$ cat src/hw/rtl/bdlp_pkg.sv
`timescale 1ns / 1ps
// ----------------------------------------------------------------------------
// bdlp_pkg
// Shared constants for the two-button debounce and long-press qualifier.
// ----------------------------------------------------------------------------
package bdlp_pkg;

   localparam int TIME_W      = 32;
   localparam int CFG_W       = 16;
   localparam int PORT_W      = 8;
   localparam int CSR_INDEX_W = 2;

   // active-low bit positions in the port word
   localparam int PWR_BIT  = 0;
   localparam int MENU_BIT = 1;

   localparam logic OP_POLL = 1'b0;
   localparam logic OP_INIT = 1'b1;

   localparam logic [CSR_INDEX_W-1:0] REG_DEBOUNCE   = 2'd0;
   localparam logic [CSR_INDEX_W-1:0] REG_LONG_PRESS = 2'd1;

   localparam logic [CFG_W-1:0] DEBOUNCE_RESET   = 16'd50;
   localparam logic [CFG_W-1:0] LONG_PRESS_RESET = 16'd2000;

endpackage

$ cat src/hw/rtl/button_debounce_long_press.sv
`timescale 1ns / 1ps
// ----------------------------------------------------------------------------
// button_debounce_long_press
// Debounces the power and menu buttons from timestamped port words and
// reports menu press, power short press and power long press events.
// ----------------------------------------------------------------------------
// Path: an accepted word waits in the input register and its result is
// presented from the result register, which can hold back the next word.
// Throughput: one word per cycle unless rsp_ready stalls; the button state
// updates in a single pass between the input register and the result register.
// Reset: synchronous, active high; clears the button state, disarms the
// block and restores debounce 50 ms and long press 2000 ms.
module button_debounce_long_press
   import bdlp_pkg::*;
(
   input  logic                   clock,
   input  logic                   reset,
   input  logic                   req_valid,
   output logic                   req_ready,
   input  logic                   req_op,
   input  logic [PORT_W-1:0]      req_port_sample,
   input  logic [TIME_W-1:0]      req_now_ms,
   output logic                   rsp_valid,
   input  logic                   rsp_ready,
   output logic                   rsp_menu_press,
   output logic                   rsp_power_short,
   output logic                   rsp_power_long,
   input  logic                   csr_valid,
   output logic                   csr_ready,
   input  logic [CSR_INDEX_W-1:0] csr_index,
   input  logic [CFG_W-1:0]       csr_wdata
);

   logic [CFG_W-1:0] debounce_ff, long_press_ff;

   logic              in_valid_ff;
   logic              in_op_ff;
   logic [PORT_W-1:0] in_port_ff;
   logic [TIME_W-1:0] in_now_ff;

   logic              armed_ff, armed_in;
   logic              menu_raw_ff, menu_raw_in;
   logic              menu_stable_ff, menu_stable_in;
   logic [TIME_W-1:0] menu_change_ff, menu_change_in;
   logic              power_raw_ff, power_raw_in;
   logic              power_stable_ff, power_stable_in;
   logic [TIME_W-1:0] power_change_ff, power_change_in;
   logic [TIME_W-1:0] power_press_ff, power_press_in;
   logic              long_reported_ff, long_reported_in;

   logic rsp_valid_ff;
   logic menu_ev_ff, menu_ev_in;
   logic short_ev_ff, short_ev_in;
   logic long_ev_ff, long_ev_in;

   logic              advance;
   logic              pwr, menu;
   logic [TIME_W-1:0] menu_elapsed, power_elapsed, press_elapsed;
   logic [TIME_W-1:0] debounce_ext, long_press_ext;

   assign advance   = in_valid_ff && (!rsp_valid_ff || rsp_ready);
   assign req_ready = !in_valid_ff || advance;
   assign csr_ready = 1'b1;

   assign rsp_valid       = rsp_valid_ff;
   assign rsp_menu_press  = menu_ev_ff;
   assign rsp_power_short = short_ev_ff;
   assign rsp_power_long  = long_ev_ff;

   assign pwr  = !in_port_ff[PWR_BIT];
   assign menu = !in_port_ff[MENU_BIT];

   assign debounce_ext   = {{(TIME_W-CFG_W){1'b0}}, debounce_ff};
   assign long_press_ext = {{(TIME_W-CFG_W){1'b0}}, long_press_ff};
   assign menu_elapsed   = in_now_ff - menu_change_ff;
   assign power_elapsed  = in_now_ff - power_change_ff;
   assign press_elapsed  = in_now_ff - power_press_ff;

   always_comb begin
      armed_in         = armed_ff;
      menu_raw_in      = menu_raw_ff;
      menu_stable_in   = menu_stable_ff;
      menu_change_in   = menu_change_ff;
      power_raw_in     = power_raw_ff;
      power_stable_in  = power_stable_ff;
      power_change_in  = power_change_ff;
      power_press_in   = power_press_ff;
      long_reported_in = long_reported_ff;
      menu_ev_in       = 1'b0;
      short_ev_in      = 1'b0;
      long_ev_in       = 1'b0;

      if (in_op_ff == OP_INIT) begin
         armed_in         = 1'b1;
         power_raw_in     = pwr;
         power_stable_in  = pwr;
         power_change_in  = in_now_ff;
         power_press_in   = pwr ? in_now_ff : '0;
         long_reported_in = 1'b0;
         menu_raw_in      = menu;
         menu_stable_in   = menu;
         menu_change_in   = in_now_ff;
      end else if (armed_ff) begin
         // power button
         if (pwr != power_raw_ff) begin
            power_raw_in    = pwr;
            power_change_in = in_now_ff;
         end else if (power_stable_ff != power_raw_ff) begin
            if (power_elapsed >= debounce_ext) begin
               power_stable_in  = power_raw_ff;
               long_reported_in = 1'b0;
               if (power_raw_ff) begin
                  power_press_in = in_now_ff;
               end else begin
                  power_press_in = '0;
                  short_ev_in    = !long_reported_ff;
               end
            end
         end else if (power_stable_ff && !long_reported_ff && power_press_ff != '0 &&
                      press_elapsed >= long_press_ext) begin
            long_reported_in = 1'b1;
            long_ev_in       = 1'b1;
         end

         // menu button
         if (menu != menu_raw_ff) begin
            menu_raw_in    = menu;
            menu_change_in = in_now_ff;
         end else if (menu_stable_ff != menu_raw_ff &&
                      menu_elapsed >= debounce_ext) begin
            menu_stable_in = menu_raw_ff;
            menu_ev_in     = menu_raw_ff;
         end
      end
   end

   always_ff @(posedge clock) begin
      if (reset) begin
         debounce_ff   <= DEBOUNCE_RESET;
         long_press_ff <= LONG_PRESS_RESET;
      end else if (csr_valid && csr_ready) begin
         case (csr_index)
            REG_DEBOUNCE:   debounce_ff   <= csr_wdata;
            REG_LONG_PRESS: long_press_ff <= csr_wdata;
            default: ;
         endcase
      end
   end

   // input register
   always_ff @(posedge clock) begin
      if (reset) begin
         in_valid_ff <= 1'b0;
      end else if (req_ready) begin
         in_valid_ff <= req_valid;
      end
   end

   always_ff @(posedge clock) begin
      if (req_valid && req_ready) begin
         in_op_ff   <= req_op;
         in_port_ff <= req_port_sample;
         in_now_ff  <= req_now_ms;
      end
   end

   // button state and result register
   always_ff @(posedge clock) begin
      if (reset) begin
         armed_ff         <= 1'b0;
         menu_raw_ff      <= 1'b0;
         menu_stable_ff   <= 1'b0;
         menu_change_ff   <= '0;
         power_raw_ff     <= 1'b0;
         power_stable_ff  <= 1'b0;
         power_change_ff  <= '0;
         power_press_ff   <= '0;
         long_reported_ff <= 1'b0;
         rsp_valid_ff     <= 1'b0;
      end else begin
         if (advance) begin
            armed_ff         <= armed_in;
            menu_raw_ff      <= menu_raw_in;
            menu_stable_ff   <= menu_stable_in;
            menu_change_ff   <= menu_change_in;
            power_raw_ff     <= power_raw_in;
            power_stable_ff  <= power_stable_in;
            power_change_ff  <= power_change_in;
            power_press_ff   <= power_press_in;
            long_reported_ff <= long_reported_in;
         end
         // drop the result word once taken unless a new one replaces it
         if (advance) begin
            rsp_valid_ff <= 1'b1;
         end else if (rsp_ready) begin
            rsp_valid_ff <= 1'b0;
         end
      end
   end

   always_ff @(posedge clock) begin
      if (advance) begin
         menu_ev_ff  <= menu_ev_in;
         short_ev_ff <= short_ev_in;
         long_ev_ff  <= long_ev_in;
      end
   end

   a_short_long_excl: assert property (@(posedge clock) disable iff (reset)
      rsp_valid_ff |-> !(short_ev_ff && long_ev_ff))
      else $error("short and long press in one word");

   a_long_needs_press: assert property (@(posedge clock) disable iff (reset)
      long_reported_ff |-> power_stable_ff)
      else $error("long press flagged while power is not stably pressed");

   a_unarmed_quiet: assert property (@(posedge clock) disable iff (reset)
      (rsp_valid_ff && !armed_ff) |-> !(menu_ev_ff || short_ev_ff || long_ev_ff))
      else $error("event reported before arming");

   a_advance_result: assert property (@(posedge clock) disable iff (reset)
      advance |=> rsp_valid_ff)
      else $error("processed word did not reach the result register");

endmodule

$ cat config.mk
export PLATFORM = sky130hd
export DESIGN_NAME = button_debounce_long_press
export DESIGN_NICKNAME = d
export VERILOG_FILES = /design/src/hw/rtl/bdlp_pkg.sv /design/src/hw/rtl/button_debounce_long_press.sv
export SDC_FILE = /design/constraint.sdc
export NUM_CORES = 1
export LEC_CHECK = 0
export BUFFER_PORTS_ARGS = -buffer_cell sky130_fd_sc_hd__buf_2
export CAP_MARGIN = 5
export CORE_MARGIN = 2
export CORE_UTILIZATION = 54
export CTS_CLUSTER_DIAMETER = 120
export DETAILED_ROUTE_END_ITERATION = 7
export GPL_TIMING_DRIVEN = 0
export PLACE_DENSITY = 0.74
export SLEW_MARGIN = 30
export SYNTH_ARGS = -nofsm -noshare
export SYNTH_HDL_FRONTEND = slang
export SYNTH_SLANG_ARGS = --single-unit
$ cat constraint.sdc
create_clock -name clock -period 4.5 [get_ports clock]
set_input_delay 0.45 -clock clock [delete_from_list [all_inputs] [get_ports clock]]
set_output_delay 0.45 -clock clock [all_outputs]
set_load 0.005 [all_outputs]
; ---- Yosys cells after proc, flatten, opt, wreduce, memory -nomap -nowiden
; Cells that the tools add are included.
[classes]
n_reduce_logical = 34
multipliers = 0
n_addsub = 3
muxes = 37
order_cmp = 3
shifts = 0
div_mod_pow = 0
n_bitwise = 4
n_eq_ne = 8
[ops]
columns = op, count
row1 = 32-bit 2-to-1 mux, 13
row2 = 32-bit by 16-bit greater-or-equal comparator with 1-bit output, 3
row3 = 32-bit subtractor, 3
row4 = 32-bit nonzero test, 1
row5 = 1-bit 2-to-1 mux, 24
row6 = 2-bit nonzero test, 7
row7 = 5-bit AND reduction, 2
row8 = 4-bit OR reduction, 2
row9 = 1-bit logical AND, 6
row10 = 2-bit AND reduction, 3
row11 = 3-bit AND reduction, 2
row12 = 6-bit OR reduction, 1
row13 = 1-bit zero test, 5
row14 = 1-bit inequality test, 4
row15 = "2-bit inequality test, second input constant", 2
row16 = 1-bit inverter, 4
row17 = 4-bit AND reduction, 1
row18 = "3-bit by 2-bit inequality test with 1-bit output, second input constant", 1
row19 = 3-bit nonzero test, 1
row20 = "2-bit by 1-bit equality test with 1-bit output, second input constant", 1
row21 = 2-bit zero test, 1
row22 = 1-bit logical OR, 2
[totals]
ff_bits = 174
ramBits = 0
latch_bits = 0
wordCells = 108
out_inout_bits = 6
rom_bits = 0
input_bits = 64
memories = 0

; ---- Logic depth before layout (Yosys ltp)
[depth]
ltp_word = 9
ltp_mapped = 21
mapped_depth_nobuf = 21

; ---- Least setup slack after synthesis
; Ideal clock, no wire load.
[synth_path]
kind = reg2reg
start = register in_now_ff[1]
end = register power_press_ff[10]
setup_time_ps = 117
synth_period_minus_slack_ps = 4542
t_arrival_ps = 4425
t_required_ps = 4383
slack_ps = -42
path_stages_with_launch = 20
n_path_buf = 1
path_cell_list = edfxtp_1 -> ha_1 -> nor2b_1 -> o2111a_1 -> or2_2 -> a21o_1 -> a21oi_1 -> xnor2_1 -> ha_1 -> a21oi_1 -> o21ai_0 -> a221oi_1 -> o21ai_1 -> or3_1 -> or2_1 -> nand4bb_1 -> nor4_4 -> o21ai_2 -> buf_6 -> a22o_1
[synth_via]
elab_chain_cells = 4
[synth_lines]
columns = element, line_no
row1 = from (decl), button_debounce_long_press.sv:39  ; logic [TIME_W-1:0] in_now_ff;
row2 = from (signal assigned), button_debounce_long_press.sv:163  ; in_now_ff <= req_now_ms;
row3 = 32-bit subtractor, button_debounce_long_press.sv:76  ; assign power_elapsed = in_now_ff - power_change_ff;
row4 = 32-bit by 16-bit greater-or-equal comparator with 1-bit output, button_debounce_long_press.sv:109  ; if (power_elapsed >= debounce_ext) begin
row5 = 2-bit nonzero test (no line), -
row6 = 5-bit AND reduction (no line), -
row7 = to (signal assigned), button_debounce_long_press.sv:189  ; power_press_ff <= power_press_in;
row8 = to (decl), button_debounce_long_press.sv:48  ; logic [TIME_W-1:0] power_press_ff, power_press_in;
; No other way between the ends.
; A chain may end at the register's enable or synchronous reset.

; ---- Worst setup path after layout
[layout_path]
start = register in_now_ff[0]
end = register menu_ev_ff, in the netlist rsp_menu_press, data pin
[layout_via]
elab_chain_cells = 5
[layout_lines]
columns = element, line_no
row1 = 32-bit subtractor, button_debounce_long_press.sv:75  ; assign menu_elapsed = in_now_ff - menu_change_ff;
row2 = 32-bit by 16-bit greater-or-equal comparator with 1-bit output, button_debounce_long_press.sv:130  ; menu_elapsed >= debounce_ext) begin
row3 = 1-bit logical AND, button_debounce_long_press.sv:129  ; end else if (menu_stable_ff != menu_raw_ff &&
row4 = 1-bit inverter (no line), -
row5 = 4-bit OR reduction (no line), -
row6 = to (signal assigned), button_debounce_long_press.sv:203  ; menu_ev_ff <= menu_ev_in;
row7 = to (decl), button_debounce_long_press.sv:52  ; logic menu_ev_ff, menu_ev_in;
; No other way between the ends.

==> results.py <==
metrics = {
    "status": {
        "status": "finished, violations left",
        "violations": "negative setup slack",
    },
    "sta": {
        "hold_viol_final": 0,
        "finalSetupViolCount": 38,
        "rsz0062_at_grt": "true",
        "post-route-period-util_pct": 108,
        "layout_min_cycle_time_ns": 4.84,
        "clock_skew_ns": 0.0168,
        "fin_ws_ns": -0.343,
        "finalSetupTns_ns": -11.38,
        "max_freq_mhz": 206,
        "worstMarginPinSlew_ns": 0.943,
        "relSlewSlack_pct": 37.0,
        "slew_viol_final": 0,
    },
    "die": {
        "start_util_pct": 54.5,
        "row_count": 58,
        "die_x_um": 163,
        "coreArea_um2": 25000,
        "die_h_um": 163,
        "die_area_um2": 26500,
        "ioPinCount": 70,
    },
    "clock_tree": {
        "cts_max_level": 4,
        "cts_tree": "done",
        "clk_latency_ns": 0.45,
        "clockBufferDepth": 2,
        "path_clk_slew_ns": 0.08,
        "root_buffer": "clkbuf_16",
        "cts.sinks": 174,
        "cts_buffers": 17,
    },
    "grt": {
        "grt_max_degree": 28,
        "antenna_found_initial": 0,
        "grt_pass1_vias": 12900,
        "overflow": 0,
        "grt_pass1_wl_mm": 66.2,
        "grt_usage_pct": 31.7,
    },
    "yosys": {
        "syn_avg_cell_area_um2": 7.74,
        "ys_types": 91,
        "yosysWarnings": 0,
        "syn_area_um2": 13600,
        "ys_seq_elements": 174,
        "yosysSeqAreaShare_pct": 28.4,
        "synthCells": 1757,
        "synthesis.nets": 1966,
        "synth_ff_type": "dfxtp_1",
        "synth_edf_count": 38,
        "async_reset_ff_share_pct": 0,
    },
    "critical_path": {
        "crit_path_start_kind": "register",
        "cp-startpoint": "in_now_ff[0]",
        "cp.arrival_ns": 5.02,
        "cp_slowest_cell": "edfxtp_1",
        "rr_startpoint": "in_now_ff[0]",
        "critPathMaxStageDelay_ns": 0.49,
        "r2r_end": "rsp_menu_press",
        "crit_type": "reg -> reg",
        "end_kind": "register",
        "r2r_cells": 20,
        "crit_path_cell_trace": "inv_4 -> ha_4 -> inv_2 -> fa_2 -> a211oi_4 -> o21ai_2 -> o21ai_2 -> nand2_2 -> a21oi_2 -> xnor2_1 -> ha_1 -> a21o_1 -> a221oi_2 -> o211ai_1 -> nor4_1 -> o2111ai_1 -> nor4_1 -> nand4_1 -> o41ai_4 -> nor4b_2",
        "worstPathMaxFanout": 3,
        "endpoint": "rsp_menu_press",
        "crit_required_ns": 4.67,
        "r2r_slack_ns": -0.34,
    },
    "run": {
        "maxCapViolCount": 0,
    },
    "place": {
        "place.gp.congestion": 0.940,
        "dp.cells": 2149,
        "dp.final_hpwl_mm": 32.0,
        "preCtsSetupSlack_ns": -1.36,
        "port_buffers": 61,
    },
    "layout": {
        "drive_gt1_share_pct": 16.1,
        "fin_cells": 2255,
        "areaGrowthSynthToFinish_pct": 18.3,
        "antenna_cells": 0,
        "nets": 2121,
    },
    "pwr": {
        "switching_share_pct": 35.3,
        "p_leak_nw": 6.05,
        "sequentialPowerShare_pct": 37.6,
        "internal_power_mw": 2.97,
        "power_frac_clock_pct": 31.1,
        "max-vdd-ir-drop_mv": 0.251,
        "p_sw_mw": 1.62,
        "pwr-share-comb_pct": 31.3,
        "cellPowerDensity_nw_per_um2": 285,
    },
    "drt": {
        "wirelength_mm": 42.6,
        "drtAntennaViolNets": 0,
        "vias": 13700,
        "route.detailed.drc": 0,
        "wl_per_cell_um": 18.9,
        "drt_iter0_drc": 1165,
        "dr.pass1.iters": 8,
        "vias_per_cell": 6.09,
    },
    "worst_hold_path": {
        "hold_path_startpoint": "req_now_ms[3]",
        "holdCritPathClass": "in -> reg",
    },
}
## worst min path at each step
stage	slack (ns)	cells past startpoint	to
floorplan	0.44	2	debounce_ff[10]
global placement	0.44	2	menu_change_ff[19]
detailed placement	0.45	2	menu_change_ff[1]
CTS	0.17	1	in_now_ff[1]
global route	0.16	1	in_now_ff[3]
finish	0.17	1	in_now_ff[3]
## area by class of cell
class | instances | area, um^2
Clock buffer | 19 | 433
Timing Repair Buffer | 137 | 931
Tap cell | 330 | 413
Clock inverter | 13 | 126
Sequential cell | 174 | 3860
Buffer | 73 | 363
Inverter | 151 | 569
Multi-Input combinational cell | 1358 | 9390
Fill cell | 2177 | 8870
## Yosys cell counts, types with 4 or more instances
cell type	number	area, um^2
ha_1	142	1780
a2111oi_0	5	43.8
o21ai_1	12	60.1
dfxtp_1	136	2720
o211ai_1	22	165
nand2b_1	13	81.3
nor2b_1	11	68.8
buf_6	7	78.8
nor2_1	103	387
clkbuf_1	48	180
buf_2	12	60.1
a21oi_1	199	996
a22o_1	32	280
edfxtp_1	38	1140
nor4_1	20	125
a21oi_2	5	43.8
o2111ai_1	12	105
xnor2_1	36	315
o22ai_1	4	25.0
and2_1	11	68.8
and3_1	9	56.3
inv_1	150	563
o21bai_1	6	45.0
and4_1	4	35.0
a21o_1	37	278
nand2_1	285	1070
or3_1	12	75.1
or2_2	8	50.1
a31oi_1	12	75.1
nor3_1	25	125
nand4_1	37	231
mux2i_1	6	60.1
o21a_1	24	180
a221oi_1	6	52.6
a31o_2	4	35.0
xor2_1	28	245
nand3_1	35	175
o31a_1	5	43.8
o21ai_0	75	375
or4_1	6	45.0
nor4b_1	6	52.6
a211oi_1	26	195
a311oi_1	5	43.8
## stage by stage
step	utilization (%)	cell area (um^2)	power (mW)	hold slack (ns)
4_1_cts	63.0	15700	4.50	0.167
3_5_place_dp	57.5	14300	2.98	0.447
3_3_place_gp	57.3	14300	2.95	0.441
6_report	64.5	16100	4.58	0.171
5_1_grt	64.5	16100	4.81	0.161
2_1_floorplan	-	13600	2.64	0.436
## registers in the layout, summed over array words and instances, names as in the netlist
signal,count
in_op_ff,1
power_stable_ff,1
rsp_power_long,1
debounce_ff,16
power_raw_ff,1
power_change_ff,32
long_press_ff,16
menu_change_ff,32
rsp_menu_press,1
power_press_ff,32
in_port_ff,2
long_reported_ff,1
in_valid_ff,1
rsp_power_short,1
rsp_valid,1
in_now_ff,32
menu_stable_ff,1
armed_ff,1
menu_raw_ff,1
## layout by cell type (no fill, tap or decap), types with 6 or more instances in the layout
| cell type | instances |
|---|---|
| buf_4 | 71 |
| o21bai_1 | 6 |
| o2111ai_1 | 9 |
| a21oi_2 | 13 |
| dfxtp_1 | 136 |
| nor2_1 | 100 |
| a21oi_1 | 191 |
| nor3_1 | 24 |
| nand2_1 | 280 |
| buf_6 | 15 |
| a21o_1 | 37 |
| nor2b_1 | 8 |
| a31oi_1 | 9 |
| a22o_1 | 32 |
| nor4_1 | 17 |
| o211ai_1 | 22 |
| a211oi_1 | 23 |
| inv_1 | 147 |
| clkbuf_1 | 50 |
| o21ai_1 | 17 |
| o21ai_0 | 66 |
| ha_2 | 6 |
| xnor2_1 | 35 |
| nand3_1 | 33 |
| edfxtp_1 | 38 |
| ha_4 | 10 |
| ha_1 | 126 |
| clkbuf_16 | 17 |
| o21a_1 | 24 |
| or3_1 | 10 |
| and2_1 | 9 |
| buf_2 | 69 |
| and3_1 | 7 |
| xor2_1 | 28 |
| nand4_1 | 37 |
| or2_2 | 7 |
| nand2b_1 | 13 |
## worst max-delay path, delay by kind of cell, from the launching register on
family                     cells  cell delay [ns]
DFF                            1             0.49
xor gates and xnor gates       1             0.14
adders and majority gates      3             0.81
AOI/OAI and AO/OA              9             1.95
and+or+nand+nor                5             1.00
buffers and inverters          2             0.19
## cells by family after synthesis
kind of cell | after synthesis | share of synthesized area [%]
buffers and inverters | 225 | 6.78
muxes | 8 | 0.607
other | 1 | 0.0276
DFF | 174 | 28.4
AOI/OAI and AO/OA | 536 | 25.7
xor gates and xnor gates | 64 | 4.12
and+or+nand+nor | 604 | 20.8
adders and majority gates | 145 | 13.5
## power groups by stage
stage	clock, mW	combinational [mW]	sequential, mW
finish	1.43	1.44	1.72
global route	1.51	1.58	1.73
CTS	1.44	1.33	1.72
detailed placement	0	1.21	1.77
global placement	0	1.19	1.76
floorplan	0	0.907	1.73
## per-layer routing
metal / global-route usage [%] / share of wire [%] / vias to the layer above
li1: - / - / 6646
met1: 41.1 / 43 / 6459
met2: 52.8 / 47 / 525
met3: 5.55 / 7.0 / 99
met4: 12.2 / 3.5 / 0
met5: 0 / 0 / -
## timing repair
| action | 4_1_cts | 5_1_grt |
|---|---|---|
| hold buffers | 0 | 0 |
| setup endpoints to repair | 38 | 38 |
| buffers inserted | 55 | 18 |
| cloned | 3 | 0 |
| pin swaps | 70 | 50 |
| gates resized for setup | 89 | 52 |
Power figures use the tool's default switching activity.
